<file path="src/hdl/tsched_pkg.sv">
// Shared constants, types and helpers for the thread scheduler.
`default_nettype none
package tsched_pkg;

  // Ring, event and semaphore sizes
  localparam int NUM_THREADS = 6;
  localparam int NUM_EVENTS  = 2;
  localparam int NUM_SEMS    = 8;

  // Field widths
  localparam int THREAD_W = 3;
  localparam int SEM_W    = 3;
  localparam int CMD_W    = 3;
  localparam int SLEEP_W  = 31;
  localparam int CNT_W    = 16;
  localparam int PERIOD_W = 16;
  localparam int ADD_W    = 32;

  // Command codes
  localparam logic [CMD_W-1:0] CMD_SLICE_END = 3'd0;
  localparam logic [CMD_W-1:0] CMD_TICK      = 3'd1;
  localparam logic [CMD_W-1:0] CMD_SLEEP     = 3'd2;
  localparam logic [CMD_W-1:0] CMD_WAIT      = 3'd3;
  localparam logic [CMD_W-1:0] CMD_SIGNAL    = 3'd4;
  localparam logic [CMD_W-1:0] CMD_INIT      = 3'd5;

  // Event periods handed from the register file to the core
  typedef logic [NUM_EVENTS-1:0][PERIOD_W-1:0] period_arr_t;

  // Status fields of one result item
  typedef struct packed {
    logic                    switched;
    logic                    none_ready;
    logic                    blocked_now;
    logic                    woke_valid;
    logic [THREAD_W-1:0]     woke_thread;
    logic [NUM_EVENTS-1:0]   event_fire;
    logic signed [CNT_W-1:0] sem_count;
  } result_t;

  // Next thread around the ring
  function automatic logic [THREAD_W-1:0] next_thread(input logic [THREAD_W-1:0] t);
    logic [THREAD_W-1:0] n;
    n = (t == THREAD_W'(NUM_THREADS - 1)) ? '0 : t + 1'b1;
    return n;
  endfunction

endpackage
`default_nettype wire

</file>
<file path="src/hdl/tsched_cfg.sv">
// APB register file holding the periodic event periods.
`default_nettype none
module tsched_cfg (
  input  wire logic                  clk_i,
  input  wire logic                  rst_ni,
  input  wire logic                  psel,
  input  wire logic                  penable,
  input  wire logic                  pwrite,
  input  wire logic [2:0]            paddr,
  input  wire logic [31:0]           pwdata,
  output logic [31:0]                prdata,
  output logic                       pready,
  output tsched_pkg::period_arr_t    periods_o
);

  tsched_pkg::period_arr_t period_q;
  logic                    wr_en;

  assign pready = 1'b1;
  assign wr_en  = psel & penable & pwrite;

  // Write the addressed period, reset to one
  always_ff @(posedge clk_i or negedge rst_ni) begin
    if (!rst_ni) begin
      for (int e = 0; e < tsched_pkg::NUM_EVENTS; e++) begin
        period_q[e] <= tsched_pkg::PERIOD_W'(1);
      end
    end else if (wr_en) begin
      period_q[paddr[2]] <= pwdata[tsched_pkg::PERIOD_W-1:0];
    end
  end

  // Return the addressed period
  always_comb begin
    prdata = {{(32 - tsched_pkg::PERIOD_W){1'b0}}, period_q[paddr[2]]};
  end

  assign periods_o = period_q;

endmodule
`default_nettype wire

</file>
<file path="src/hdl/tsched_core.sv">
// Command sequencer with thread table, semaphores and one shared adder.
`default_nettype none
module tsched_core (
  input  wire logic                                  clk_i,
  input  wire logic                                  rst_ni,
  input  wire logic                                  start_i,
  input  wire logic [tsched_pkg::CMD_W-1:0]          command_i,
  input  wire logic [tsched_pkg::SEM_W-1:0]          sem_id_i,
  input  wire logic [tsched_pkg::SLEEP_W-1:0]        sleep_ms_i,
  input  wire logic signed [tsched_pkg::CNT_W-1:0]   init_value_i,
  input  wire tsched_pkg::period_arr_t               periods_i,
  output logic                                       busy_o,
  output logic                                       done_o,
  output logic [tsched_pkg::THREAD_W-1:0]            running_thread_o,
  output tsched_pkg::result_t                        result_o
);

  localparam int NT = tsched_pkg::NUM_THREADS;
  localparam int NE = tsched_pkg::NUM_EVENTS;
  localparam int NS = tsched_pkg::NUM_SEMS;
  localparam int TW = tsched_pkg::THREAD_W;
  localparam int PW = tsched_pkg::PERIOD_W;
  localparam int CW = tsched_pkg::CNT_W;
  localparam int AW = tsched_pkg::ADD_W;

  // Sequencer states
  localparam logic [2:0] ST_IDLE = 3'd0;
  localparam logic [2:0] ST_EXEC = 3'd1;
  localparam logic [2:0] ST_TICK = 3'd2;
  localparam logic [2:0] ST_WALK = 3'd3;
  localparam logic [2:0] ST_WAKE = 3'd4;

  logic [2:0]                      state_q;
  logic [tsched_pkg::CMD_W-1:0]    cmd_q;
  logic [tsched_pkg::SEM_W-1:0]    sem_q;
  logic [tsched_pkg::SLEEP_W-1:0]  ms_q;
  logic signed [CW-1:0]            init_q;
  logic [TW-1:0]                   cur_q;
  logic [TW-1:0]                   ptr_q;
  logic [TW-1:0]                   step_q;
  logic [tsched_pkg::SLEEP_W-1:0]  sleep_q [NT];
  logic [NT-1:0]                   blk_q;
  logic [tsched_pkg::SEM_W-1:0]    blk_on_q [NT];
  logic signed [CW-1:0]            sem_cnt_q [NS];
  logic [PW-1:0]                   phase_q [NE];
  tsched_pkg::result_t             res_q;
  logic                            done_q;

  logic [AW-1:0]                   add_a;
  logic [AW-1:0]                   add_b;
  logic [AW-1:0]                   sum;
  logic signed [CW-1:0]            cnt_cur;
  logic signed [CW-1:0]            cnt_new;
  logic                            sem_ok;
  logic                            eligible;
  logic                            wake_hit;
  logic                            last_step;
  logic [TW-1:0]                   ptr_next;
  logic [TW-1:0]                   walk_first;
  logic [PW-1:0]                   ph_new [NE];
  logic [NE-1:0]                   fire;

  // Decode the addressed semaphore and the current walk position
  assign sem_ok     = (32'(sem_q) < NS);
  assign cnt_cur    = sem_cnt_q[sem_q];
  assign eligible   = (sleep_q[ptr_q] == '0) && !blk_q[ptr_q];
  assign wake_hit   = blk_q[ptr_q] && (blk_on_q[ptr_q] == sem_q);
  assign last_step  = (step_q == TW'(NT - 1));
  assign ptr_next   = tsched_pkg::next_thread(ptr_q);
  assign walk_first = tsched_pkg::next_thread(cur_q);

  // Shared adder: sleep decrement on a tick, count step otherwise
  always_comb begin
    if (state_q == ST_TICK) begin
      add_a = {1'b0, sleep_q[ptr_q]};
      add_b = '1;
    end else begin
      add_a = AW'(cnt_cur);
      add_b = (cmd_q == tsched_pkg::CMD_WAIT) ? '1 : AW'(1);
    end
    sum = add_a + add_b;
  end

  // Saturate the semaphore count at the signed limits
  always_comb begin
    if ((cmd_q == tsched_pkg::CMD_WAIT && cnt_cur == {1'b1, {(CW-1){1'b0}}}) ||
        (cmd_q == tsched_pkg::CMD_SIGNAL && cnt_cur == {1'b0, {(CW-1){1'b1}}})) begin
      cnt_new = cnt_cur;
    end else begin
      cnt_new = sum[CW-1:0];
    end
  end

  // Advance each event phase, wrap at its period
  always_comb begin
    for (int e = 0; e < NE; e++) begin
      logic [PW-1:0] per;
      logic [PW:0]   ph_inc;
      per      = (periods_i[e] == '0) ? PW'(1) : periods_i[e];
      ph_inc   = {1'b0, phase_q[e]} + 1'b1;
      ph_new[e] = (ph_inc >= {1'b0, per}) ? '0 : ph_inc[PW-1:0];
      fire[e]  = (ph_new[e] == PW'(e));
    end
  end

  // Sequencer
  always_ff @(posedge clk_i or negedge rst_ni) begin
    if (!rst_ni) begin
      state_q <= ST_IDLE;
      cmd_q   <= '0;
      sem_q   <= '0;
      ms_q    <= '0;
      init_q  <= '0;
      cur_q   <= '0;
      ptr_q   <= '0;
      step_q  <= '0;
      blk_q   <= '0;
      res_q   <= '0;
      done_q  <= 1'b0;
      for (int t = 0; t < NT; t++) begin
        sleep_q[t]  <= '0;
        blk_on_q[t] <= '0;
      end
      for (int s = 0; s < NS; s++) begin
        sem_cnt_q[s] <= '0;
      end
      for (int e = 0; e < NE; e++) begin
        phase_q[e] <= '0;
      end
    end else begin
      done_q <= 1'b0;
      unique case (state_q)
        ST_IDLE: begin
          if (start_i) begin
            cmd_q   <= command_i;
            sem_q   <= sem_id_i;
            ms_q    <= sleep_ms_i;
            init_q  <= init_value_i;
            res_q   <= '0;
            state_q <= ST_EXEC;
          end
        end
        ST_EXEC: begin
          unique case (cmd_q)
            tsched_pkg::CMD_SLICE_END: begin
              ptr_q   <= walk_first;
              step_q  <= '0;
              state_q <= ST_WALK;
            end
            tsched_pkg::CMD_TICK: begin
              for (int e = 0; e < NE; e++) begin
                phase_q[e] <= ph_new[e];
              end
              res_q.event_fire <= fire;
              ptr_q   <= '0;
              state_q <= ST_TICK;
            end
            tsched_pkg::CMD_SLEEP: begin
              sleep_q[cur_q] <= ms_q;
              ptr_q   <= walk_first;
              step_q  <= '0;
              state_q <= ST_WALK;
            end
            tsched_pkg::CMD_WAIT: begin
              if (sem_ok) begin
                sem_cnt_q[sem_q] <= cnt_new;
                res_q.sem_count  <= cnt_new;
                if (cnt_new[CW-1]) begin
                  blk_q[cur_q]      <= 1'b1;
                  blk_on_q[cur_q]   <= sem_q;
                  res_q.blocked_now <= 1'b1;
                  ptr_q   <= walk_first;
                  step_q  <= '0;
                  state_q <= ST_WALK;
                end else begin
                  state_q <= ST_IDLE;
                  done_q  <= 1'b1;
                end
              end else begin
                state_q <= ST_IDLE;
                done_q  <= 1'b1;
              end
            end
            tsched_pkg::CMD_SIGNAL: begin
              if (sem_ok) begin
                sem_cnt_q[sem_q] <= cnt_new;
                res_q.sem_count  <= cnt_new;
                if (cnt_new[CW-1] || cnt_new == '0) begin
                  ptr_q   <= walk_first;
                  step_q  <= '0;
                  state_q <= ST_WAKE;
                end else begin
                  state_q <= ST_IDLE;
                  done_q  <= 1'b1;
                end
              end else begin
                state_q <= ST_IDLE;
                done_q  <= 1'b1;
              end
            end
            tsched_pkg::CMD_INIT: begin
              if (sem_ok) begin
                sem_cnt_q[sem_q] <= init_q;
                res_q.sem_count  <= init_q;
              end
              state_q <= ST_IDLE;
              done_q  <= 1'b1;
            end
            default: begin
              state_q <= ST_IDLE;
              done_q  <= 1'b1;
            end
          endcase
        end
        ST_TICK: begin
          // Decrement one sleep counter per cycle
          if (sleep_q[ptr_q] != '0) begin
            sleep_q[ptr_q] <= sum[tsched_pkg::SLEEP_W-1:0];
          end
          if (ptr_q == TW'(NT - 1)) begin
            state_q <= ST_IDLE;
            done_q  <= 1'b1;
          end else begin
            ptr_q <= ptr_q + 1'b1;
          end
        end
        ST_WALK: begin
          // Check one ring entry per cycle, running thread last
          if (eligible) begin
            cur_q          <= ptr_q;
            res_q.switched <= (ptr_q != cur_q);
            state_q        <= ST_IDLE;
            done_q         <= 1'b1;
          end else if (last_step) begin
            res_q.none_ready <= 1'b1;
            state_q          <= ST_IDLE;
            done_q           <= 1'b1;
          end else begin
            ptr_q  <= ptr_next;
            step_q <= step_q + 1'b1;
          end
        end
        ST_WAKE: begin
          // Release the first thread blocked on this semaphore
          if (wake_hit) begin
            blk_q[ptr_q]      <= 1'b0;
            res_q.woke_valid  <= 1'b1;
            res_q.woke_thread <= ptr_q;
            state_q           <= ST_IDLE;
            done_q            <= 1'b1;
          end else if (last_step) begin
            state_q <= ST_IDLE;
            done_q  <= 1'b1;
          end else begin
            ptr_q  <= ptr_next;
            step_q <= step_q + 1'b1;
          end
        end
        default: begin
          state_q <= ST_IDLE;
        end
      endcase
    end
  end

  assign busy_o           = (state_q != ST_IDLE);
  assign done_o           = done_q;
  assign running_thread_o = cur_q;
  assign result_o         = res_q;

endmodule
`default_nettype wire

</file>
<file path="src/hdl/thread_scheduler_with_semaphores.sv">
// Round-robin scheduler for six threads with semaphores and periodic events.
// Init, a wait that does not block, a signal that leaves the count positive and unused
// codes finish in the execute state; slice end, sleep, a blocking wait and a waking signal
// then walk the ring, one ring entry checked per cycle; a tick steps every sleep counter.
// The next item is accepted while done_o is high; none is taken while busy is high.
// The receiver cannot stall. Reset clears thread, semaphore and phase state; periods go to 1.
`default_nettype none
module thread_scheduler_with_semaphores (
  input  wire logic                                  clk_i,
  input  wire logic                                  rst_ni,
  input  wire logic                                  start,
  output logic                                       busy,
  output logic                                       done_o,
  input  wire logic [tsched_pkg::CMD_W-1:0]          command_i,
  input  wire logic [tsched_pkg::SEM_W-1:0]          sem_id_i,
  input  wire logic [tsched_pkg::SLEEP_W-1:0]        sleep_ms_i,
  input  wire logic signed [tsched_pkg::CNT_W-1:0]   init_value_i,
  output logic [tsched_pkg::THREAD_W-1:0]            running_thread_o,
  output logic                                       switched_o,
  output logic                                       none_ready_o,
  output logic                                       blocked_now_o,
  output logic                                       woke_valid_o,
  output logic [tsched_pkg::THREAD_W-1:0]            woke_thread_o,
  output logic                                       event0_fire_o,
  output logic                                       event1_fire_o,
  output logic signed [tsched_pkg::CNT_W-1:0]        sem_count_o,
  input  wire logic                                  psel,
  input  wire logic                                  penable,
  input  wire logic                                  pwrite,
  input  wire logic [2:0]                            paddr,
  input  wire logic [31:0]                           pwdata,
  output logic [31:0]                                prdata,
  output logic                                       pready
);

  tsched_pkg::period_arr_t periods;
  tsched_pkg::result_t     result;

  tsched_cfg u_cfg (
    .clk_i     (clk_i),
    .rst_ni    (rst_ni),
    .psel      (psel),
    .penable   (penable),
    .pwrite    (pwrite),
    .paddr     (paddr),
    .pwdata    (pwdata),
    .prdata    (prdata),
    .pready    (pready),
    .periods_o (periods)
  );

  tsched_core u_core (
    .clk_i            (clk_i),
    .rst_ni           (rst_ni),
    .start_i          (start),
    .command_i        (command_i),
    .sem_id_i         (sem_id_i),
    .sleep_ms_i       (sleep_ms_i),
    .init_value_i     (init_value_i),
    .periods_i        (periods),
    .busy_o           (busy),
    .done_o           (done_o),
    .running_thread_o (running_thread_o),
    .result_o         (result)
  );

  // Unpack the result fields
  assign switched_o    = result.switched;
  assign none_ready_o  = result.none_ready;
  assign blocked_now_o = result.blocked_now;
  assign woke_valid_o  = result.woke_valid;
  assign woke_thread_o = result.woke_thread;
  assign event0_fire_o = result.event_fire[0];
  assign event1_fire_o = result.event_fire[1];
  assign sem_count_o   = result.sem_count;

endmodule
`default_nettype wire

</file>
<file path="config.mk">
export PLATFORM = sky130hd
export DESIGN_NAME = thread_scheduler_with_semaphores
export DESIGN_NICKNAME = d
export VERILOG_FILES = /design/src/hdl/tsched_pkg.sv /design/src/hdl/tsched_cfg.sv /design/src/hdl/tsched_core.sv /design/src/hdl/thread_scheduler_with_semaphores.sv
export SDC_FILE = /design/constraint.sdc
export NUM_CORES = 1
export LEC_CHECK = 0
export BUFFER_PORTS_ARGS = -buffer_cell sky130_fd_sc_hd__buf_2
export CORE_MARGIN = 5
export CORE_UTILIZATION = 45
export DETAILED_ROUTE_END_ITERATION = 8
export PLACE_DENSITY_LB_ADDON = 0.15
export SYNTH_ARGS = -nofsm -noshare
export SYNTH_HDL_FRONTEND = slang
export SYNTH_SLANG_ARGS = --single-unit
</file>
<file path="constraint.sdc">
create_clock -name clk_i -period 6.1 [get_ports clk_i]
set_clock_uncertainty 0.15 [all_clocks]
set_input_delay 0.305 -clock clk_i [delete_from_list [all_inputs] [get_ports clk_i]]
set_output_delay 0.305 -clock clk_i [all_outputs]
set_load 0.02 [all_outputs]
</file>
# --- Yosys cells after proc, flatten, opt, wreduce, memory -nomap -nowiden ---
# Cells that the tools add are included.
op_classes:
  n_lt_le_gt_ge: 14
  n_eq_ne: 35
  add_sub_neg: 6
  n_reduce_logical: 49
  bitwise_logic: 8
  muxes: 96
ops:
  columns: ["operator", "count"]
  rows:
  - ["186-bit bitwise mux", 2]
  - ["186-bit 2-to-1 mux", 2]
  - ["186-bit one-hot mux with 2 select lines", 1]
  - ["128-bit bitwise mux", 2]
  - ["128-bit one-hot mux with 2 select lines", 1]
  - ["31-bit 2-to-1 mux", 7]
  - ["31-bit demux with 3-bit select", 2]
  - ["16-bit 2-to-1 mux", 11]
  - ["31-bit binary-select mux with 3-bit select", 1]
  - ["3-bit 2-to-1 mux", 22]
  - ["16-bit zero test", 4]
  - ["16-bit binary-select mux with 3-bit select", 1]
  - ["16-bit demux with 3-bit select", 1]
  - ["18-bit one-hot mux with 2 select lines", 1]
  - ["3-bit one-hot mux with 4 select lines", 3]
  - ["16-bit by 1-bit adder with 17-bit output, second input constant", 2]
  - ["17-bit by 16-bit greater-or-equal comparator with 1-bit output", 2]
  - ["32-bit bitwise mux", 1]
  - ["16-bit one-hot mux with 2 select lines", 1]
  - ["31-bit adder", 1]
  - ["31-bit zero test", 1]
  - ["31-bit nonzero test", 1]
  - ["25-bit 2-to-1 mux", 1]
  - ["18-bit bitwise mux", 1]
  - ["57 further kinds", 136]
totals:
  input_bits: 94
  output_inout_bits: 63
  word_cells: 249
  regBits: 493

# --- Longest topological paths before layout ---
depth:
  word_depth: 13
  mapped_depth: 20
  mapped_depth_nobuf: 17

# --- Cells and area by module ---
# A second synthesis with hierarchy kept.
hier_totals:
  cells_unflattened: 3063
  hier_area_um2: 28055.7
by_module_without_submodules:
  columns: ["module", "seq_area_each_um2", "area_per_inst_um2", "n_inst", "cells_each"]
  rows:
  - ["tsched_core", 11536.1, 26455.4, 1, 2958]
  - ["tsched_cfg", 803.3, 1600.3, 1, 105]

# --- Worst setup path after synthesis ---
# Ideal clock, no wire load.
synth_path:
  path_type: "register to register"
  startpoint: "register u_core.state_q[1]"
  endpoint: "register u_core.sleep_q[30] in the netlist's numbering"
  slack_ns: 0.813
  setup_ns: 0.069
  period_less_slack_ns: 5.287
  t_arrival_ns: 5.067
  required_time_ns: 5.881
  stages_incl_launch_ff: 18
  n_path_buf: 4
  cell_sequence: "dfrtp_1 -> clkbuf_1 -> nand2_1 -> clkbuf_1 -> clkbuf_1 -> clkbuf_1 -> nand2_1 -> fa_1 -> a21o_1 -> a221oi_2 -> o22a_1 -> a21oi_1 -> a2111oi_2 -> nor2_1 -> a311oi_1 -> nor2_1 -> or4_1 -> nand3_1"
synth_between:
  elab_chain_len: 6
  elab_cells_between_ends: 12
  cone_classes: "add/sub (1); eq/ne (4); mux (5); reduce/logical (2)"
synth_rtl:
  columns: ["element", "line", "text"]
  rows:
  - ["from (decl)", "tsched_core.sv:33", "logic [2:0] state_q;"]
  - ["from (signal assigned)", "tsched_core.sv:109", "state_q <= ST_IDLE;"]
  - ["from (signal assigned)", "tsched_core.sv:140", "state_q <= ST_EXEC;"]
  - ["from (signal assigned)", "tsched_core.sv:148", "state_q <= ST_WALK;"]
  - ["3-bit by 2-bit equality test with 1-bit output", "tsched_core.sv:74, tsched_core.sv:132", null]
  - ["31-bit 2-to-1 mux", "tsched_core.sv:74", "if (state_q == ST_TICK) begin"]
  - ["31-bit adder", "tsched_core.sv:81", "sum = add_a + add_b;"]
  - ["186-bit bitwise mux", "tsched_core.sv:218", "sleep_q[ptr_q] <= sum[tsched_pkg::SLEEP_W-1:0];"]
  - ["186-bit 2-to-1 mux", "tsched_core.sv:217", "if (sleep_q[ptr_q] != '0) begin"]
  - ["186-bit one-hot mux with 2 select lines", "tsched_core.sv:132", "unique case (state_q)"]
  - ["to (signal, indexed assignment)", "tsched_core.sv:159", "sleep_q[cur_q] <= ms_q;"]
  - ["to (signal, indexed assignment)", "tsched_core.sv:218", null]
  - ["to (decl)", "tsched_core.sv:41", "logic [tsched_pkg::SLEEP_W-1:0] sleep_q [NT];"]
# Parallel ways exist; a longest one is shown, timed or not. The select of a mux whose other input is x is not followed.
# A chain may end at the register's enable or synchronous reset.

# --- Worst setup path after layout ---
layout_path:
  startpoint: "register u_core.ptr_q[0]"
  endpoint: "register u_core.sleep_q[30] in the netlist's numbering"
layout_between:
  elab_chain_len: 9
  elab_cells_between_ends: 17
  cone_classes: "add/sub (1); order compare (2); eq/ne (1); mux (9); bitwise (1); reduce/logical (3)"
layout_rtl:
  columns: ["element", "line", "text"]
  rows:
  - ["from (decl)", "tsched_core.sv:39", "logic [TW-1:0] ptr_q;"]
  - ["from (signal assigned)", "tsched_core.sv:146", "ptr_q <= walk_first;"]
  - ["from (signal assigned)", "tsched_core.sv:160", "ptr_q <= walk_first;"]
  - ["from (signal assigned)", "tsched_core.sv:172", "ptr_q <= walk_first;"]
  - ["3-bit NOT with 4-bit output (not written as such) *", "tsched_core.sv:75, tsched_core.sv:217, tsched_core.sv:218", null]
  - ["31-bit binary-select mux with 3-bit select", "tsched_core.sv:75, tsched_core.sv:217", null]
  - ["31-bit 2-to-1 mux (not written as such) (2 in series)", "tsched_core.sv:75, tsched_core.sv:217", null]
  - ["31-bit 2-to-1 mux", "tsched_core.sv:74", null]
  - ["31-bit adder", "tsched_core.sv:81", null]
  - ["186-bit bitwise mux", "tsched_core.sv:218", null]
  - ["186-bit 2-to-1 mux", "tsched_core.sv:217", null]
  - ["186-bit one-hot mux with 2 select lines", "tsched_core.sv:132", null]
# Mark *: on every way between the ends. The rest lies on a longest branch, timed or not. The select of a mux whose other input is x is not followed.

==> summary.txt <==
Outcome
  • Status: completed

Route
  • Wirelength, routed: around 90 mm
  • DRT Pass-1 Iters: 6
  • DR iter-0 viols: around 2300
  • Post-route DRC: 0
  • Vias per cell: roughly 6.1
  • Via count: 23964
  • WL/cell: ~23 um
  • Antenna Nets Post-Route: 0

CTS
  • Setup Buffers After CTS: 0
  • Root Buffer: clkbuf_16
  • Clock tree from TritonCTS: yes
  • Clock Path Buffers: 3
  • Clk sinks: a little under 500
  • H-tree depth: 2
  • TritonCTS buffer count: 56
  • Worst-path clk slew: ~60 ps
  • Clk_lat worst skew: 630 ps

Min path
  • Worst min path class: in -> async

Global route
  • Gr ovfl total: 0
  • Largest net degree at the start of global routing: 176
  • Initial antenna violation count: 1
  • Gr usage total: 0.269
  • Vias in the first global route: 24182
  • Global-route wire length before repair: roughly 140 mm

Placement
  • DP Cell Count: roughly 3800
  • RePlAce Congestion: 0.916
  • Port bufs: around 120
  • DP HPWL: just over 60 mm

Die
  • Area of the die: between 60000 and 70000 um2
  • Core ar.: 61400 um2
  • Die W: 258 um
  • Chip Height: about 260 um
  • Initial Utilization: 0.452
  • FP Rows: 91
  • # IOs: 157

Critical path
  • CP Class: reg -> reg
  • R2r setup slk: approximately 320 ps
  • R2R depth: 14
  • Worst Setup End Kind: flop
  • Worst setup path startpoint: u_core.ptr_q[0]$_DFFE_PN0P_
  • Worst EP required: 6500 ps
  • CP startpoint kind: flop
  • Worst EP arrival: 6180 ps
  • FF-to-FF End: u_core.sleep_q[30]$_DFFE_PN0P_
  • Worst Path Max Fanout: 28
  • Critical R2R Launch: u_core.ptr_q[0]$_DFFE_PN0P_

Synthesis
  • Top FF cell, synth: dfrtp_1
  • Sequential share of the synthesized area: 0.445
  • Synth Register Bits: 493
  • Async S/R FF share, synth: 1.00
  • Cell count after synthesis: approximately 2900
  • Post-synth EDFFs: 0
  • Warnings, synthesis: 0
  • Mapped Area: 27700 um2
  • Syn Area/Cell: around 9.5 um2
  • Distinct cells, synth: 94

Power
  • Switching Fraction: 0.488
  • Flop pwr share: 0.240
  • Pwr/cell area: ~650 nW/um2
  • Leakage: 14.5 nW
  • Comb power frac: 0.587
  • Peak VDD IR: 0.000339 V
  • Power Total: 20.8 mW
  • Proportion of power drawn by the clock network: 0.173
  • Internal power: around 11 mW
  • P_sw: between 10 and 15 mW

Timing
  • Slew Limit Headroom: 0.209
  • Worst Tran Pin Value: 1180 ps
  • Tcrit/Tclk final: 0.947
  • RSZ-0062 raised after global routing: false
  • Slew Viols, Final: 0
  • Final Hold Vio Count: 0
  • Final number of setup-violating endpoints: 0
  • Post-Route Setup TNS: 0 ps
  • FMAX: between 150 and 200 MHz
  • Tmin final: roughly 5800 ps

Final layout
  • Core Util, Final: 0.524
  • Area growth, synth to finish: 16.0%
  • Layout cells sized above 1: 0.178
  • Layout filler cell count: ~5500
  • Final cell count without fillers: 3931
  • Nets: 3254

Run
  • Max cap viols: 0
## power by group through the flow
stage,Clock (mW),Sequential (mW),Combinational (mW)
floorplan,0,4.72,7.73
global placement,0,4.99,11.8
detailed placement,0,5.05,12.0
CTS,3.68,5.00,12.1
global route,3.81,5.13,13.2
finish,3.60,5.01,12.2
## cells by family (layout without fill, tap and decap cells)
family | Yosys count | after routing | synth area share
flip-flops | 493 | 493 | 0.445
AO/OA/AOI/OAI | 907 | 907 | 0.214
adder cells (fa/ha/maj) | 68 | 68 | 0.0309
other | 2 | 18 | 0.000271
multiplexers | 239 | 239 | 0.105
AND/OR/NAND/NOR | 869 | 869 | 0.141
XOR/XNOR | 54 | 54 | 0.0173
buffers and inverters | 297 | 493 | 0.0460
## cell usage in the layout (no fill, tap or decap), types with 56 or more instances in the layout
| cell | synthesis | layout |
|---|---|---|
| dlygate4sd3_1 | 0 | 71 |
| ha_1 | 67 | 67 |
| inv_1 | 71 | 71 |
| o22a_1 | 116 | 116 |
| dfrtp_1 | 491 | 486 |
| clkbuf_16 | 0 | 56 |
| mux2i_1 | 68 | 68 |
| buf_4 | 29 | 111 |
| nand2_1 | 473 | 464 |
| a21oi_1 | 88 | 88 |
| nand3_1 | 87 | 87 |
| mux2_2 | 143 | 143 |
| buf_2 | 30 | 120 |
| nor2_1 | 101 | 101 |
| o21ai_0 | 400 | 399 |
## sequential cells by signal, summed over array words and instances, names as in the netlist
signal / cells
u_core.phase_q: 32
u_core.blk_on_q: 18
u_core.blk_q: 6
u_core.step_q: 3
u_core.sem_q: 3
u_cfg.periods_o: 32
u_core.result_o: 25
u_core.done_o: 1
u_core.ptr_q: 3
u_core.ms_q: 31
u_core.cmd_q: 3
u_core.sem_cnt_q: 128
u_core.running_thread_o: 3
u_core.init_q: 16
u_core.state_q: 3
u_core.sleep_q: 186
## through the flow
step | hold WS, ps | worst slack (ps) | instance area, um2
2_1_floorplan | -141 | 813 | 27800
3_3_place_gp | 187 | 515 | 29500
3_5_place_dp | 197 | 411 | 29500
4_1_cts | 123 | 335 | 32200
5_1_grt | 176 | 34.2 | 32200
6_report | 94.6 | 324 | 32200
## routing by layer
metal / track usage / up-vias / part of all wire
li1: - / 10966 / -
met1: 0.373 / 11923 / 0.44
met2: 0.436 / 867 / 0.46
met3: 0.0381 / 206 / 0.062
met4: 0.0952 / 2 / 0.036
met5: 0 / - / 0.00014
## worst max-delay path, stage by stage (launching register included)
cell	delay, ps
dfrtp_4	730
mux2_2	390
a222oi_1	600
o21ai_0	380
fa_1	530
a21o_1	220
a221oi_2	340
o22a_1	350
a21oi_1	180
a2111oi_2	440
nor2_1	140
a311oi_1	420
nor2_1	190
or4_1	540
nand3_1	90
## how the worst max path moves through the flow
| stage | to | slack [ps] | cells past startpoint |
|---|---|---|---|
| floorplan | u_core.sleep_q[30]$_DFFE_PN0P_ | 810 | 17 |
| detailed placement | u_core.sleep_q[30]$_DFFE_PN0P_ | 410 | 14 |
| CTS | u_core.sleep_q[30]$_DFFE_PN0P_ | 330 | 14 |
| global placement | u_core.sleep_q[30]$_DFFE_PN0P_ | 510 | 14 |
| finish | u_core.sleep_q[30]$_DFFE_PN0P_ | 320 | 14 |
| global route | u_core.sleep_q[30]$_DFFE_PN0P_ | 30 | 14 |
## synthesized netlist by cell type (25+ instances only)
cell | n | area share
inv_1 | 71 | 0.0096
nor2_1 | 101 | 0.014
nand2_1 | 473 | 0.064
a21o_1 | 28 | 0.0076
buf_4 | 29 | 0.0079
dfrtp_1 | 491 | 0.44
ha_1 | 67 | 0.030
o21ai_0 | 400 | 0.072
nor3_1 | 46 | 0.0083
and3_1 | 25 | 0.0056
a21oi_1 | 88 | 0.016
clkbuf_1 | 147 | 0.020
o22a_1 | 116 | 0.037
mux2i_1 | 68 | 0.025
mux2_2 | 143 | 0.058
buf_2 | 30 | 0.0054
mux4_2 | 26 | 0.021
nand3_1 | 87 | 0.016
xor2_1 | 37 | 0.012
a22o_1 | 38 | 0.012
## timing repair
item	4_1_cts	5_1_grt
setup endpoints to repair	0	1
hold buffers	71	0
gates resized for setup	0	1
hold endpoints to repair	159	0
## area by class of cell
type | instances | area (um2) | share of cell area
multi-input cells | 2154 | 14200 | 0.442
flip-flops and latches | 493 | 12300 | 0.384
repair buffers | 312 | 2340 | 0.0727
clock buffers | 84 | 1680 | 0.0521
well taps | 790 | 988 | 0.0307
clock inverters | 22 | 310 | 0.00965
inverters | 75 | 282 | 0.00875
diodes | 1 | 2.50 | 0.0000778
(Power assumes the default switching activity.)
